[config.mk]
export PLATFORM = sky130hd
export DESIGN_NAME = db_meter_scale_mapper_flat
export DESIGN_NICKNAME = d
export VERILOG_FILES = /design/src/hdl/dbm_pkg.sv /design/src/hdl/dbm_ifs.sv /design/src/hdl/db_meter_scale_mapper.sv /design/src/hdl/dbm_seg.sv /design/src/hdl/dbm_mac.sv /design/src/hdl/dbm_div.sv /design/src/flat_wrapper.sv
export SDC_FILE = /design/constraint.sdc
export NUM_CORES = 2
export LEC_CHECK = 0
export ABC_AREA = 1
export BUFFER_PORTS_ARGS = -buffer_cell sky130_fd_sc_hd__clkbuf_2
export CAP_MARGIN = 20
export CORE_MARGIN = 2
export CORE_UTILIZATION = 30
export DETAILED_ROUTE_END_ITERATION = 8
export SYNTH_ARGS = -nofsm -noshare
export SYNTH_HDL_FRONTEND = slang
export SYNTH_SLANG_ARGS = --single-unit
[constraint.sdc]
create_clock -name i_clk -period 11.53 [get_ports i_clk]
set_clock_uncertainty 0.1 [all_clocks]
set_input_delay 1.7295 -clock i_clk [delete_from_list [all_inputs] [get_ports i_clk]]
set_output_delay 1.7295 -clock i_clk [all_outputs]
set_load 0.02 [all_outputs]
[src/hdl/dbm_pkg.sv]
// Shared types, widths and segment constants of the dB meter scale mapper.
package dbm_pkg;

    localparam int DB_W   = 17;           // level fields, 1/256 dB, signed
    localparam int POS_W  = 17;           // position fields, Q16
    localparam int SEG_N  = 5;            // linear segments of the scale
    localparam int F_W    = 21;           // width of 6*level compares
    localparam int A_W    = 18;           // first multiplier operand
    localparam int B_W    = 17;           // second multiplier operand
    localparam int P_W    = A_W + B_W;    // full product
    localparam int N_W    = 33;           // dividend
    localparam int DEN_W  = 18;           // divisor
    localparam int Q_W    = 17;           // quotient bits, one per divider stage
    localparam int REM_W  = DEN_W + Q_W;  // compare width in the divider

    localparam logic [POS_W-1:0] FULL_SCALE = 17'd65536;
    localparam logic signed [DB_W-1:0] RANGE_RST = -17'sd15360;
    localparam logic signed [DB_W-1:0] RANGE_MAX = -17'sd256;

    typedef enum logic {
        CMD_DB2POS = 1'b0,
        CMD_POS2DB = 1'b1
    } t_cmd;

    // Segment k runs from position MARK_LO[k] + SPAN[k] down to MARK_LO[k], and in
    // dB from range*(KR[k]-KD[k])/6 down to range*KR[k]/6.
    localparam logic [POS_W-1:0] MARK_LO [SEG_N] = '{
        17'd32768, 17'd19661, 17'd9830, 17'd4915, 17'd0};
    localparam logic [POS_W-1:0] SPAN [SEG_N] = '{
        17'd32768, 17'd13107, 17'd9831, 17'd4915, 17'd4915};
    localparam logic [2:0] KR [SEG_N] = '{3'd2, 3'd3, 3'd4, 3'd5, 3'd6};
    localparam logic [1:0] KD [SEG_N] = '{2'd2, 2'd1, 2'd1, 2'd1, 2'd1};
    // KR[k] * SPAN[k] and 6 * SPAN[k].
    localparam logic [DEN_W-1:0] KSPAN [SEG_N] = '{
        18'd65536, 18'd39321, 18'd39324, 18'd24575, 18'd29490};
    localparam logic [DEN_W-1:0] SPAN6 [SEG_N] = '{
        18'd196608, 18'd78642, 18'd58986, 18'd29490, 18'd29490};

    typedef struct packed {
        logic [A_W-1:0]   a;
        logic [B_W-1:0]   b;
        logic [DEN_W-1:0] c;
        logic [DEN_W-1:0] den;
        logic [POS_W-1:0] base;
        t_cmd             cmd;
    } t_mac_req;

    typedef struct packed {
        logic [N_W-1:0]   n;
        logic [DEN_W-1:0] den;
        logic [POS_W-1:0] base;
        t_cmd             cmd;
    } t_div_req;

    typedef struct packed {
        logic [N_W-1:0]   rem;
        logic [Q_W-1:0]   quo;
        logic [DEN_W-1:0] den;
        logic [POS_W-1:0] base;
        t_cmd             cmd;
    } t_div_st;

endpackage

[src/hdl/dbm_ifs.sv]
// Request and response stream interfaces of the dB meter scale mapper.
interface dbm_in_if;
    logic                               valid;
    logic                               ready;
    dbm_pkg::t_cmd                      cmd;
    logic signed [dbm_pkg::DB_W-1:0]    db_in;
    logic        [dbm_pkg::POS_W-1:0]   position_in;

    modport source (output valid, cmd, db_in, position_in, input ready);
    modport sink   (input valid, cmd, db_in, position_in, output ready);
endinterface

interface dbm_out_if;
    logic                               valid;
    logic                               ready;
    logic        [dbm_pkg::POS_W-1:0]   position_out;
    logic signed [dbm_pkg::DB_W-1:0]    db_out;

    modport source (output valid, position_out, db_out, input ready);
    modport sink   (input valid, position_out, db_out, output ready);
endinterface

[src/hdl/db_meter_scale_mapper.sv]
// Top level of the piecewise linear dB meter scale mapper.
//
//  Port          Dir   Handshake      Carries
//  i_req         in    valid/ready    cmd, db_in, position_in
//  o_rsp         out   valid/ready    position_out, db_out
//  i_cfg_we      in    write enable   i_cfg_wdata -> db_range
//
// One request enters per cycle while the pipeline is not stalled; its result passes
// through the segment select and multiply-add registers, the divider stages (one
// quotient bit per stage) and one output register. Reset is synchronous and active
// low; it clears all valid bits and sets db_range to -60 dB. A stalled output holds
// each stage that is full, while empty stages in front still take requests.
module db_meter_scale_mapper (
    input  logic                            i_clk,
    input  logic                            i_rst_n,
    input  logic                            i_cfg_we,
    input  logic [dbm_pkg::DB_W-1:0]        i_cfg_wdata,
    dbm_in_if.sink                          i_req,
    dbm_out_if.source                       o_rsp
);

    logic signed [dbm_pkg::DB_W-1:0]    r_range;
    logic signed [dbm_pkg::DB_W-1:0]    n_range;

    logic                               w_seg_vld;
    logic                               w_seg_rdy;
    dbm_pkg::t_mac_req                  w_seg_data;
    logic                               w_mac_vld;
    logic                               w_mac_rdy;
    dbm_pkg::t_div_req                  w_mac_data;
    logic                               w_div_vld;
    logic                               w_div_rdy;
    dbm_pkg::t_div_st                   w_div_data;

    logic                               r_out_vld;
    logic        [dbm_pkg::POS_W-1:0]   r_pos;
    logic        [dbm_pkg::POS_W-1:0]   n_pos;
    logic signed [dbm_pkg::DB_W-1:0]    r_db;
    logic signed [dbm_pkg::DB_W-1:0]    n_db;

    // The register keeps the effective range: anything above -1 dB reads as -1 dB.
    always_comb begin
        n_range = $signed(i_cfg_wdata);
        if ($signed(i_cfg_wdata) > dbm_pkg::RANGE_MAX) begin
            n_range = dbm_pkg::RANGE_MAX;
        end
    end

    always_ff @(posedge i_clk) begin
        if (!i_rst_n) begin
            r_range <= dbm_pkg::RANGE_RST;
        end else if (i_cfg_we) begin
            r_range <= n_range;
        end
    end

    dbm_seg u_seg (
        .i_clk   (i_clk),
        .i_rst_n (i_rst_n),
        .i_req   (i_req),
        .i_range (r_range),
        .o_valid (w_seg_vld),
        .i_ready (w_seg_rdy),
        .o_data  (w_seg_data)
    );

    dbm_mac u_mac (
        .i_clk   (i_clk),
        .i_rst_n (i_rst_n),
        .i_valid (w_seg_vld),
        .o_ready (w_seg_rdy),
        .i_data  (w_seg_data),
        .o_valid (w_mac_vld),
        .i_ready (w_mac_rdy),
        .o_data  (w_mac_data)
    );

    dbm_div u_div (
        .i_clk   (i_clk),
        .i_rst_n (i_rst_n),
        .i_valid (w_mac_vld),
        .o_ready (w_mac_rdy),
        .i_data  (w_mac_data),
        .o_valid (w_div_vld),
        .i_ready (w_div_rdy),
        .o_data  (w_div_data)
    );

    assign w_div_rdy = !r_out_vld || o_rsp.ready;

    always_comb begin
        n_pos = '0;
        n_db  = '0;
        if (w_div_data.cmd == dbm_pkg::CMD_DB2POS) begin
            n_pos = w_div_data.base + w_div_data.quo;
        end else begin
            n_db = $signed(w_div_data.base - w_div_data.quo);
        end
    end

    always_ff @(posedge i_clk) begin
        if (!i_rst_n) begin
            r_out_vld <= 1'b0;
        end else if (w_div_rdy) begin
            r_out_vld <= w_div_vld;
        end
    end

    always_ff @(posedge i_clk) begin
        if (w_div_rdy) begin
            r_pos <= n_pos;
            r_db  <= n_db;
        end
    end

    assign o_rsp.valid        = r_out_vld;
    assign o_rsp.position_out = r_pos;
    assign o_rsp.db_out       = r_db;

    a_range_negative: assert property (@(posedge i_clk) disable iff (!i_rst_n)
        r_range <= dbm_pkg::RANGE_MAX)
        else $error("effective range is not below -1 dB");

    a_pos_in_scale: assert property (@(posedge i_clk) disable iff (!i_rst_n)
        o_rsp.valid |-> o_rsp.position_out <= dbm_pkg::FULL_SCALE)
        else $error("position beyond full scale");

    a_db_not_positive: assert property (@(posedge i_clk) disable iff (!i_rst_n)
        o_rsp.valid |-> (o_rsp.db_out <= 17'sd0)
                        && (o_rsp.db_out >= r_range || o_rsp.db_out == 17'sd0))
        else $error("level outside the configured scale");

endmodule

[src/hdl/dbm_seg.sv]
// Segment select stage: finds the scale segment and sets up the multiply and divide.
module dbm_seg (
    input  logic                                i_clk,
    input  logic                                i_rst_n,
    dbm_in_if.sink                              i_req,
    input  logic signed [dbm_pkg::DB_W-1:0]     i_range,
    output logic                                o_valid,
    input  logic                                i_ready,
    output dbm_pkg::t_mac_req                   o_data
);

    logic                               r_vld;
    dbm_pkg::t_mac_req                  r_data;
    dbm_pkg::t_mac_req                  n_data;
    logic                               w_load;
    logic        [dbm_pkg::DB_W-1:0]    w_mag;
    logic signed [dbm_pkg::F_W-1:0]     w_r_ext;
    logic signed [dbm_pkg::F_W-1:0]     w_d6;
    logic signed [dbm_pkg::F_W-1:0]     w_rk [dbm_pkg::SEG_N];

    assign w_load      = !r_vld || i_ready;
    assign i_req.ready = w_load;
    assign o_valid     = r_vld;
    assign o_data      = r_data;

    always_comb begin
        w_mag   = dbm_pkg::DB_W'(~i_range + 17'd1);
        w_r_ext = dbm_pkg::F_W'(i_range);
        w_d6    = dbm_pkg::F_W'(i_req.db_in) * dbm_pkg::F_W'(6);
        for (int k = 0; k < dbm_pkg::SEG_N; k++) begin
            w_rk[k] = w_r_ext * dbm_pkg::F_W'(dbm_pkg::KR[k]);
        end

        // An empty multiply with divisor one makes the quotient zero.
        n_data.a    = '0;
        n_data.b    = '0;
        n_data.c    = '0;
        n_data.den  = dbm_pkg::DEN_W'(1);
        n_data.base = '0;
        n_data.cmd  = i_req.cmd;

        if (i_req.cmd == dbm_pkg::CMD_DB2POS) begin
            if (i_req.db_in > 17'sd0) begin
                n_data.base = dbm_pkg::FULL_SCALE;
            end else begin
                // Descending order leaves the topmost matching segment.
                for (int k = dbm_pkg::SEG_N - 1; k >= 0; k--) begin
                    if (w_d6 > w_rk[k]) begin
                        n_data.a    = dbm_pkg::A_W'(w_d6 - w_rk[k]);
                        n_data.b    = dbm_pkg::B_W'(dbm_pkg::SPAN[k]);
                        n_data.den  = dbm_pkg::DEN_W'(dbm_pkg::DEN_W'(w_mag)
                                      * dbm_pkg::DEN_W'(dbm_pkg::KD[k]));
                        n_data.base = dbm_pkg::MARK_LO[k];
                    end
                end
            end
        end else begin
            if (i_req.position_in < dbm_pkg::FULL_SCALE) begin
                n_data.base = dbm_pkg::POS_W'(i_range);
                for (int k = dbm_pkg::SEG_N - 1; k >= 0; k--) begin
                    if (i_req.position_in > dbm_pkg::MARK_LO[k]) begin
                        // The level is -ceil(|range| * y / (6 * span)).
                        n_data.a    = dbm_pkg::A_W'(w_mag);
                        n_data.b    = dbm_pkg::B_W'(dbm_pkg::KSPAN[k]
                                      - dbm_pkg::DEN_W'(dbm_pkg::DEN_W'(
                                        i_req.position_in - dbm_pkg::MARK_LO[k])
                                        * dbm_pkg::DEN_W'(dbm_pkg::KD[k])));
                        n_data.den  = dbm_pkg::SPAN6[k];
                        n_data.c    = dbm_pkg::SPAN6[k] - dbm_pkg::DEN_W'(1);
                        n_data.base = '0;
                    end
                end
            end
        end
    end

    always_ff @(posedge i_clk) begin
        if (!i_rst_n) begin
            r_vld <= 1'b0;
        end else if (w_load) begin
            r_vld <= i_req.valid;
        end
    end

    always_ff @(posedge i_clk) begin
        if (w_load) begin
            r_data <= n_data;
        end
    end

endmodule

[src/hdl/dbm_mac.sv]
// Multiply-add stage that forms the dividend.
module dbm_mac (
    input  logic                i_clk,
    input  logic                i_rst_n,
    input  logic                i_valid,
    output logic                o_ready,
    input  dbm_pkg::t_mac_req   i_data,
    output logic                o_valid,
    input  logic                i_ready,
    output dbm_pkg::t_div_req   o_data
);

    logic                       r_vld;
    dbm_pkg::t_div_req          r_data;
    dbm_pkg::t_div_req          n_data;
    logic                       w_load;
    logic [dbm_pkg::P_W-1:0]    w_prod;

    assign w_load  = !r_vld || i_ready;
    assign o_ready = w_load;
    assign o_valid = r_vld;
    assign o_data  = r_data;

    always_comb begin
        w_prod      = dbm_pkg::P_W'(i_data.a) * dbm_pkg::P_W'(i_data.b);
        n_data.n    = dbm_pkg::N_W'(w_prod + dbm_pkg::P_W'(i_data.c));
        n_data.den  = i_data.den;
        n_data.base = i_data.base;
        n_data.cmd  = i_data.cmd;
    end

    always_ff @(posedge i_clk) begin
        if (!i_rst_n) begin
            r_vld <= 1'b0;
        end else if (w_load) begin
            r_vld <= i_valid;
        end
    end

    always_ff @(posedge i_clk) begin
        if (w_load) begin
            r_data <= n_data;
        end
    end

endmodule

[src/hdl/dbm_div.sv]
// Pipelined restoring divider, one quotient bit per stage.
module dbm_div (
    input  logic                i_clk,
    input  logic                i_rst_n,
    input  logic                i_valid,
    output logic                o_ready,
    input  dbm_pkg::t_div_req   i_data,
    output logic                o_valid,
    input  logic                i_ready,
    output dbm_pkg::t_div_st    o_data
);

    localparam int LAST = dbm_pkg::Q_W - 1;

    logic [dbm_pkg::Q_W-1:0]    r_vld;
    dbm_pkg::t_div_st           r_st [dbm_pkg::Q_W];
    logic [dbm_pkg::Q_W:0]      w_rdy;
    logic [dbm_pkg::Q_W-1:0]    w_src_vld;
    dbm_pkg::t_div_st           w_src [dbm_pkg::Q_W];

    always_comb begin
        w_rdy[dbm_pkg::Q_W] = i_ready;
        for (int k = dbm_pkg::Q_W - 1; k >= 0; k--) begin
            w_rdy[k] = !r_vld[k] || w_rdy[k+1];
        end
        w_src_vld[0]  = i_valid;
        w_src[0].rem  = i_data.n;
        w_src[0].quo  = '0;
        w_src[0].den  = i_data.den;
        w_src[0].base = i_data.base;
        w_src[0].cmd  = i_data.cmd;
        for (int k = 1; k < dbm_pkg::Q_W; k++) begin
            w_src_vld[k] = r_vld[k-1];
            w_src[k]     = r_st[k-1];
        end
    end

    assign o_ready = w_rdy[0];
    assign o_valid = r_vld[LAST];
    assign o_data  = r_st[LAST];

    for (genvar k = 0; k < dbm_pkg::Q_W; k++) begin : g_stage
        logic [dbm_pkg::REM_W-1:0]  w_sh;
        logic [dbm_pkg::REM_W:0]    w_diff;
        dbm_pkg::t_div_st           n_st;

        // Stage k tries the divisor shifted to quotient bit LAST - k.
        always_comb begin
            n_st   = w_src[k];
            w_sh   = dbm_pkg::REM_W'(w_src[k].den) << (LAST - k);
            w_diff = {1'b0, dbm_pkg::REM_W'(w_src[k].rem)} - {1'b0, w_sh};
            if (!w_diff[dbm_pkg::REM_W]) begin
                n_st.rem          = w_diff[dbm_pkg::N_W-1:0];
                n_st.quo[LAST - k] = 1'b1;
            end
        end

        always_ff @(posedge i_clk) begin
            if (!i_rst_n) begin
                r_vld[k] <= 1'b0;
            end else if (w_rdy[k]) begin
                r_vld[k] <= w_src_vld[k];
            end
        end

        always_ff @(posedge i_clk) begin
            if (w_rdy[k]) begin
                r_st[k] <= n_st;
            end
        end
    end

    a_rem_below_den: assert property (@(posedge i_clk) disable iff (!i_rst_n)
        r_vld[LAST] |-> (dbm_pkg::DEN_W'(r_st[LAST].rem) < r_st[LAST].den)
                        && (r_st[LAST].rem < dbm_pkg::N_W'(r_st[LAST].den)))
        else $error("divider remainder not below divisor");

    a_fwd_quo_span: assert property (@(posedge i_clk) disable iff (!i_rst_n)
        (r_vld[LAST] && r_st[LAST].cmd == dbm_pkg::CMD_DB2POS)
        |-> r_st[LAST].quo <= dbm_pkg::SPAN[0])
        else $error("position step exceeds widest segment");

    a_stage_moves: assert property (@(posedge i_clk) disable iff (!i_rst_n)
        (r_vld[0] && !w_rdy[1]) |=> r_vld[0] && $stable(r_st[0]))
        else $error("first divider stage lost a stalled request");

endmodule
[src/flat_wrapper.sv]
// flat-port wrapper written by rule: the top's interface ports become plain ports
module db_meter_scale_mapper_flat 
  (i_clk, i_rst_n, i_cfg_we, i_cfg_wdata, i_req_valid, i_req_cmd, i_req_db_in, i_req_position_in, i_req_ready, o_rsp_valid, o_rsp_position_out, o_rsp_db_out, o_rsp_ready);
  dbm_in_if i_req_i ();
  dbm_out_if o_rsp_i ();
  input  logic i_clk;
  input  logic i_rst_n;
  input  logic i_cfg_we;
  input  logic [dbm_pkg::DB_W-1:0] i_cfg_wdata;
  input wire logic [$bits(i_req_i.valid)-1:0] i_req_valid;
  input wire logic [$bits(i_req_i.cmd)-1:0] i_req_cmd;
  input wire logic [$bits(i_req_i.db_in)-1:0] i_req_db_in;
  input wire logic [$bits(i_req_i.position_in)-1:0] i_req_position_in;
  output wire logic [$bits(i_req_i.ready)-1:0] i_req_ready;
  output wire logic [$bits(o_rsp_i.valid)-1:0] o_rsp_valid;
  output wire logic [$bits(o_rsp_i.position_out)-1:0] o_rsp_position_out;
  output wire logic [$bits(o_rsp_i.db_out)-1:0] o_rsp_db_out;
  input wire logic [$bits(o_rsp_i.ready)-1:0] o_rsp_ready;
  assign i_req_i.valid = i_req_valid;
  assign i_req_i.cmd = i_req_cmd;
  assign i_req_i.db_in = i_req_db_in;
  assign i_req_i.position_in = i_req_position_in;
  assign i_req_ready = i_req_i.ready;
  assign o_rsp_valid = o_rsp_i.valid;
  assign o_rsp_position_out = o_rsp_i.position_out;
  assign o_rsp_db_out = o_rsp_i.db_out;
  assign o_rsp_i.ready = o_rsp_ready;
  db_meter_scale_mapper u_core (.i_clk(i_clk), .i_rst_n(i_rst_n), .i_cfg_we(i_cfg_we), .i_cfg_wdata(i_cfg_wdata), .i_req(i_req_i), .o_rsp(o_rsp_i));
endmodule
# Word-level counts from Yosys, hierarchy flattened
# Memories as Yosys holds them, arrays and structs flattened.
# Index checks and enable logic that the tools add are counted.
[word_totals]
reg_bits = 229
ramBits = 1462
input_bits = 57
output_inout_bits = 36
elab_cells = 222
mem_count = 1
[classes]
n_addsub = 35
n_mul = 5
n_lt_le_gt_ge = 13
n_mux = 89
bitwise_logic = 3
n_reduce_logical = 42
[memory_table]
columns = ["memory", "depth", "word_bits", "rd", "rd_ports_with_merged_regs", "wr", "line", "rtl"]
rows = [
  ["u_core.u_div.r_st", 17, 86, 17, 0, 17, "dbm_div.sv:16", "dbm_pkg::t_div_st r_st [dbm_pkg::Q_W];"],
]
[ops]
columns = ["cell", "count"]
rows = [
  ["$mux W33", 16],
  ["$mux W88", 5],
  ["$mux W35", 12],
  ["$sub A18 B18 Y18", 5],
  ["$mux W87", 1],
  ["$mux W34", 2],
  ["$gt A21 B21 Y1", 3],
  ["$mux W1", 50],
  ["$sub A33 B34 Y35", 1],
  ["$gt A17 B1 Y1 const B", 2],
  ["$mux W17", 2],
  ["$sub A15 B17 Y17 const A", 2],
  ["$sub A16 B17 Y17 const A", 2],
  ["$sub A33 B18 Y34", 1],
  ["$sub A33 B19 Y34", 1],
  ["$sub A33 B20 Y34", 1],
  ["$sub A33 B21 Y34", 1],
  ["$sub A33 B22 Y34", 1],
  ["$sub A33 B23 Y34", 1],
  ["$sub A33 B24 Y34", 1],
  ["$sub A33 B25 Y34", 1],
  ["$sub A33 B26 Y34", 1],
  ["$sub A33 B27 Y34", 1],
  ["$sub A33 B28 Y34", 1],
  ["34 further kinds", 73],
]

# Logic depth before layout (Yosys ltp)
[logic_depth]
depth_word = 21
mapped_depth = 31
mapped_depth_nobuf = 30

# Hierarchy
# A second synthesis with hierarchy kept.
[hier_totals]
cells_unflattened = 9958
hier_area_um2 = 95527.9
[modules_own_cells]
columns = ["module", "n_inst", "cells_each", "area_per_inst_um2"]
rows = [
  ["dbm_div", 1, 5930, 65550.4],
  ["dbm_mac", 1, 1687, 13466.7],
  ["dbm_seg", 1, 1777, 12622.1],
  ["db_meter_scale_mapper", 1, 564, 3888.7],
]

# Least setup slack after synthesis
# Ideal clock, no wire load.
[synth_timing]
path_kind = "input port to output port"
startpoint = "in o_rsp_ready"
endpoint = "out i_req_ready"
t_arrival_ps = 7882
t_required_ps = 9701
setup_slack_ps = 1818
stages = 10
cell_sequence = "inv_1 nand4_4 nor3_4 nand4_4 nor2_4 nand4_4 nor2_4 nand4_4 nor2_8 nand4_4"
[synth_between]
elab_chain_len = 20
[synth_rtl]
columns = ["element", "line", "rtl"]
rows = [
  ["from (decl)", "flat_wrapper.sv:18", "input wire logic [$bits(o_rsp_i.ready)-1:0] o_rsp_ready;"],
  ["$logic_or A1 B1 Y1", "db_meter_scale_mapper.sv:89", "assign w_div_rdy = !r_out_vld || o_rsp.ready;"],
  ["$logic_or A1 B1 Y1 (2 in a row)", "dbm_div.sv:24", "w_rdy[k] = !r_vld[k] || w_rdy[k+1];"],
  ["net u_core.u_div.w_rdy, one bit", "dbm_div.sv:17", "logic [dbm_pkg::Q_W:0] w_rdy;"],
  ["$logic_or A1 B1 Y1 (5 in a row)", "dbm_div.sv:24", ""],
  ["net u_core.u_div.w_rdy, one bit", "dbm_div.sv:17", ""],
  ["$logic_or A1 B1 Y1 (4 in a row)", "dbm_div.sv:24", ""],
  ["net u_core.u_div.w_rdy, one bit", "dbm_div.sv:17", ""],
  ["$logic_or A1 B1 Y1 (4 in a row)", "dbm_div.sv:24", ""],
  ["net u_core.u_div.w_rdy, one bit", "dbm_div.sv:17", ""],
  ["$logic_or A1 B1 Y1 (2 in a row)", "dbm_div.sv:24", ""],
  ["$logic_or A1 B1 Y1", "dbm_mac.sv:19", "assign w_load = !r_vld || i_ready;"],
  ["$logic_or A1 B1 Y1", "dbm_seg.sv:21", "assign w_load = !r_vld || i_ready;"],
  ["to (decl)", "flat_wrapper.sv:14", "output wire logic [$bits(i_req_i.ready)-1:0] i_req_ready;"],
]
# The timed path passes the listed nets, and every way through them passes these cells.

==> results.toml <==
[outcome]
run_status = "finished, final reports clean"

[cells_and_area]
syn2layout_area_growth_pct = 11.35
nets = 9984
drive_gt1_frac = 0.06113
fillerInstances = 30130
final_util = 0.3352

[sta]
fmax_mhz = 147.1
hold_viol = 0
tns_ns = 0
rsz0062_at_grt = "false"
finalCritPeriodShare = 0.5895
fin_crit_ns = 6.797
slew_headroom = 0.2518
setup_violations = 0
slew_violations = 0
worst_pin_slew_ns = 1.122

[logic_synthesis]
synth_xor_area_frac = 0.04562
synthTopCellsByArea = "edfxtp_1, ha_1, nand2_1"
synthAdderAreaFrac = 0.1514
ys_seq_area_frac = 0.4977
yosysTopAreaCell = "edfxtp_1"
syn_inst = 8907
ys_seq_elements = 1492
synthArstFlopShare = 0
synth_edf_count = 1455
synth_cell_type_count = 77
synth_top_area_share = 0.4894
synth.cell_area_mm2 = 0.08927
avgSynthCellArea_um2 = 10.02
synth_top_family_by_area = "adder cells"
synthMuxAreaShare = 0
synth-compound-area-share = 0.1002
synth_top_flop_cell = "edfxtp_1"
yosys_warnings = 0
synth_fp_nets = 9875
synthSimpleGateAreaFrac = 0.1330

[route]
wl_per_cell_um = 15.99
drc = 0
detail_route.iter0.violations = 3693
vias_per_cell = 4.585
totalWireLength_um = 209200
vias = 60000
first_pass_iters = 8
drtAntennaViolNets = 0

[clock_tree]
cts_buffers = 159
htree_levels = 4
cts_sinks = 1492
clk_latency_ns = 0.81
cts_setup_buffers = 0
clock_tree.buffer_depth = 3
clk_pin_slew_ns = 0.06
cts_hold_buf = 0
cts_tree = "done"
post_cts_resized = 0
cts_root_buffer = "clkbuf_16"

[floorplan]
fp.dieH_um = 549.5
ios = 93
rows = 200
die_area_mm2 = 0.3019
die_w_um = 549.5
initial_core_util = 0.3010
core_area_mm2 = 0.2965

[setup_path]
arrival_ns = 7.21
startpoint_type = "input pin"
cp-end-kind = "flip-flop"
path_class = "in2reg"
cp_common_cell = "nand2_1"
crit_slowest_cell = "nand2_1"
required_ns = 11.95
max_stage_delay_ns = 0.70
worstPathMaxFanout = 20

[job]
cap_violations = 0

[worst_hold_path]
hp-class = "reg2reg"

[placed_design]
globalplace.congestion = 0.9440
hpwl_um = 166700
portBuffers = 92

[global_route]
grt_max_degree = 82
grtUsageTotal = 0.1381
first_global_vias = 60280
grt_antenna_before_repair = 4
grt_pass1_wl_um = 331700
grt.overflow.total = 0

[pwr]
static-leakage-power_uw = 0.04280
ir_drop_v = 0.0001807
total_power_uw = 24870
power_density_mw_per_mm2 = 250.2
[per-layer routing]
layer | track usage | part of all wire | vias to the layer above
li1 | - | - | 30230
met1 | 0.1716 | 0.43 | 28370
met2 | 0.2490 | 0.50 | 1101
met3 | 0.01780 | 0.037 | 290
met4 | 0.03939 | 0.025 | 0
met5 | 0 | 0 | -
[cells in the mapped netlist, drive strengths merged (37+ instances only)]
cell and instances:
or2 56, ha 629, buf 68, o21ai 578, dfxtp 37, nor2 635
a21oi 714, xor2 238, inv 1465, edfxtp 1455, nand4 93, nand2 1603
nor3 90, clkbuf 110, xnor2 227, a21o 40, a31oi 47, nand3 254
fa 282
[cells by family after synthesis]
logic type	after synthesis
flip-flops	1492
XOR/XNOR	465
AO/OA/AOI/OAI	1597
AND/OR/NAND/NOR	2797
buffers and inverters	1645
adder cells (fa/ha/maj)	911
[cell type report]
type	instances	area, µm²	share of cell area
flip-flops and latches	1492	44430	0.4470
multi-input cells	5770	38470	0.3870
inverters	1467	5520	0.05554
well taps	3939	4928	0.04958
clock buffers	192	4177	0.04202
clock inverters	97	1100	0.01106
repair buffers	126	768.2	0.007729
diodes	2	5.005	0.00005035
[state kept, by name, summed over array words and instances, names as in the netlist]
register                   count
u_core.u_mac.o_data           69
u_core.o_rsp.position_out     17
u_core.o_rsp.db_out           17
u_core.u_div.r_vld            16
u_core.r_range                17
u_core.u_div.r_st           1275
u_core.u_mac.o_valid           1
u_core.u_div.o_valid           1
u_core.u_seg.o_data           77
u_core.o_rsp.valid             1
u_core.u_seg.o_valid           1
[per-stage QoR]
stage,area (µm²),hold slack (ns),worst slack (ns),instances
after floorplan,89270,0.3003,1.818,8907
after global placement,94040,0.3004,4.027,12790
after detailed placement,94040,0.3045,3.983,12790
after CTS,99320,0.2926,4.606,13080
after global routing,99400,0.3002,4.385,13080
final,99400,0.2979,4.733,13090
[final timing paths]
check,startpoint,to,slack [ns],cells after the start
max,i_req_db_in[5],u_core.u_seg.o_data[55],4.73,27
min,u_core.u_div.r_st[0][492],u_core.u_div.r_st[0][578],0.30,0
max reg2reg,u_core.u_seg.o_data[77],u_core.u_mac.o_data[66],5.02,21
min reg2reg,u_core.u_div.r_st[0][492],u_core.u_div.r_st[0][578],0.30,0
[where the power goes]
part / total, µW / leakage [µW] / switching (µW) / internal [µW]
clock network: 5130 / 0.00254 / 2110 / 3020
registers: 8990 / 0.0166 / 946 / 8050
logic: 10700 / 0.0237 / 6750 / 3990
total: 24900 / 0.0428 / 9800 / 15100
[critical path: cells and delay by family]
| family | cells | cell delay, ns |
|---|---|---|
| XOR/XNOR | 1 | 0.19 |
| adder cells (fa/ha/maj) | 3 | 1.21 |
| buffers and inverters | 3 | 0.42 |
| AND/OR/NAND/NOR | 12 | 2.23 |
| AO/OA/AOI/OAI | 8 | 1.41 |
[layout by cell type, fill, tap and decap left out, types with 13 or more instances in the layout]
cell / Yosys / layout
clkbuf_1: 106 / 29
nand4_1: 88 / 88
clkinvlp_4: 0 / 14
dfxtp_1: 37 / 37
clkbuf_2: 4 / 92
o21bai_1: 32 / 32
clkbuf_16: 0 / 162
o21a_1: 29 / 29
a31oi_1: 47 / 47
xnor2_1: 227 / 227
nand2_2: 17 / 18
clkinv_1: 2 / 25
a211oi_1: 13 / 13
o211ai_1: 28 / 28
fa_1: 282 / 282
buf_4: 13 / 31
a21boi_0: 17 / 17
o221ai_1: 13 / 13
or2_2: 49 / 49
xor2_1: 238 / 238
bufinv_16: 0 / 19
a21oi_1: 699 / 699
inv_2: 20 / 23
nand2_1: 1579 / 1575
a21o_1: 40 / 40
nand3_1: 243 / 240
nor3_1: 84 / 84
clkinv_2: 0 / 27
o21ai_2: 18 / 18
a21oi_2: 13 / 13
inv_1: 1441 / 1435
o21ai_1: 93 / 93
ha_1: 629 / 629
nor4_1: 27 / 27
nand3b_1: 20 / 20
nor2_1: 620 / 620
o31ai_1: 16 / 16
o21ai_0: 467 / 467
edfxtp_1: 1455 / 1455
Power figures use the tool's default switching activity.
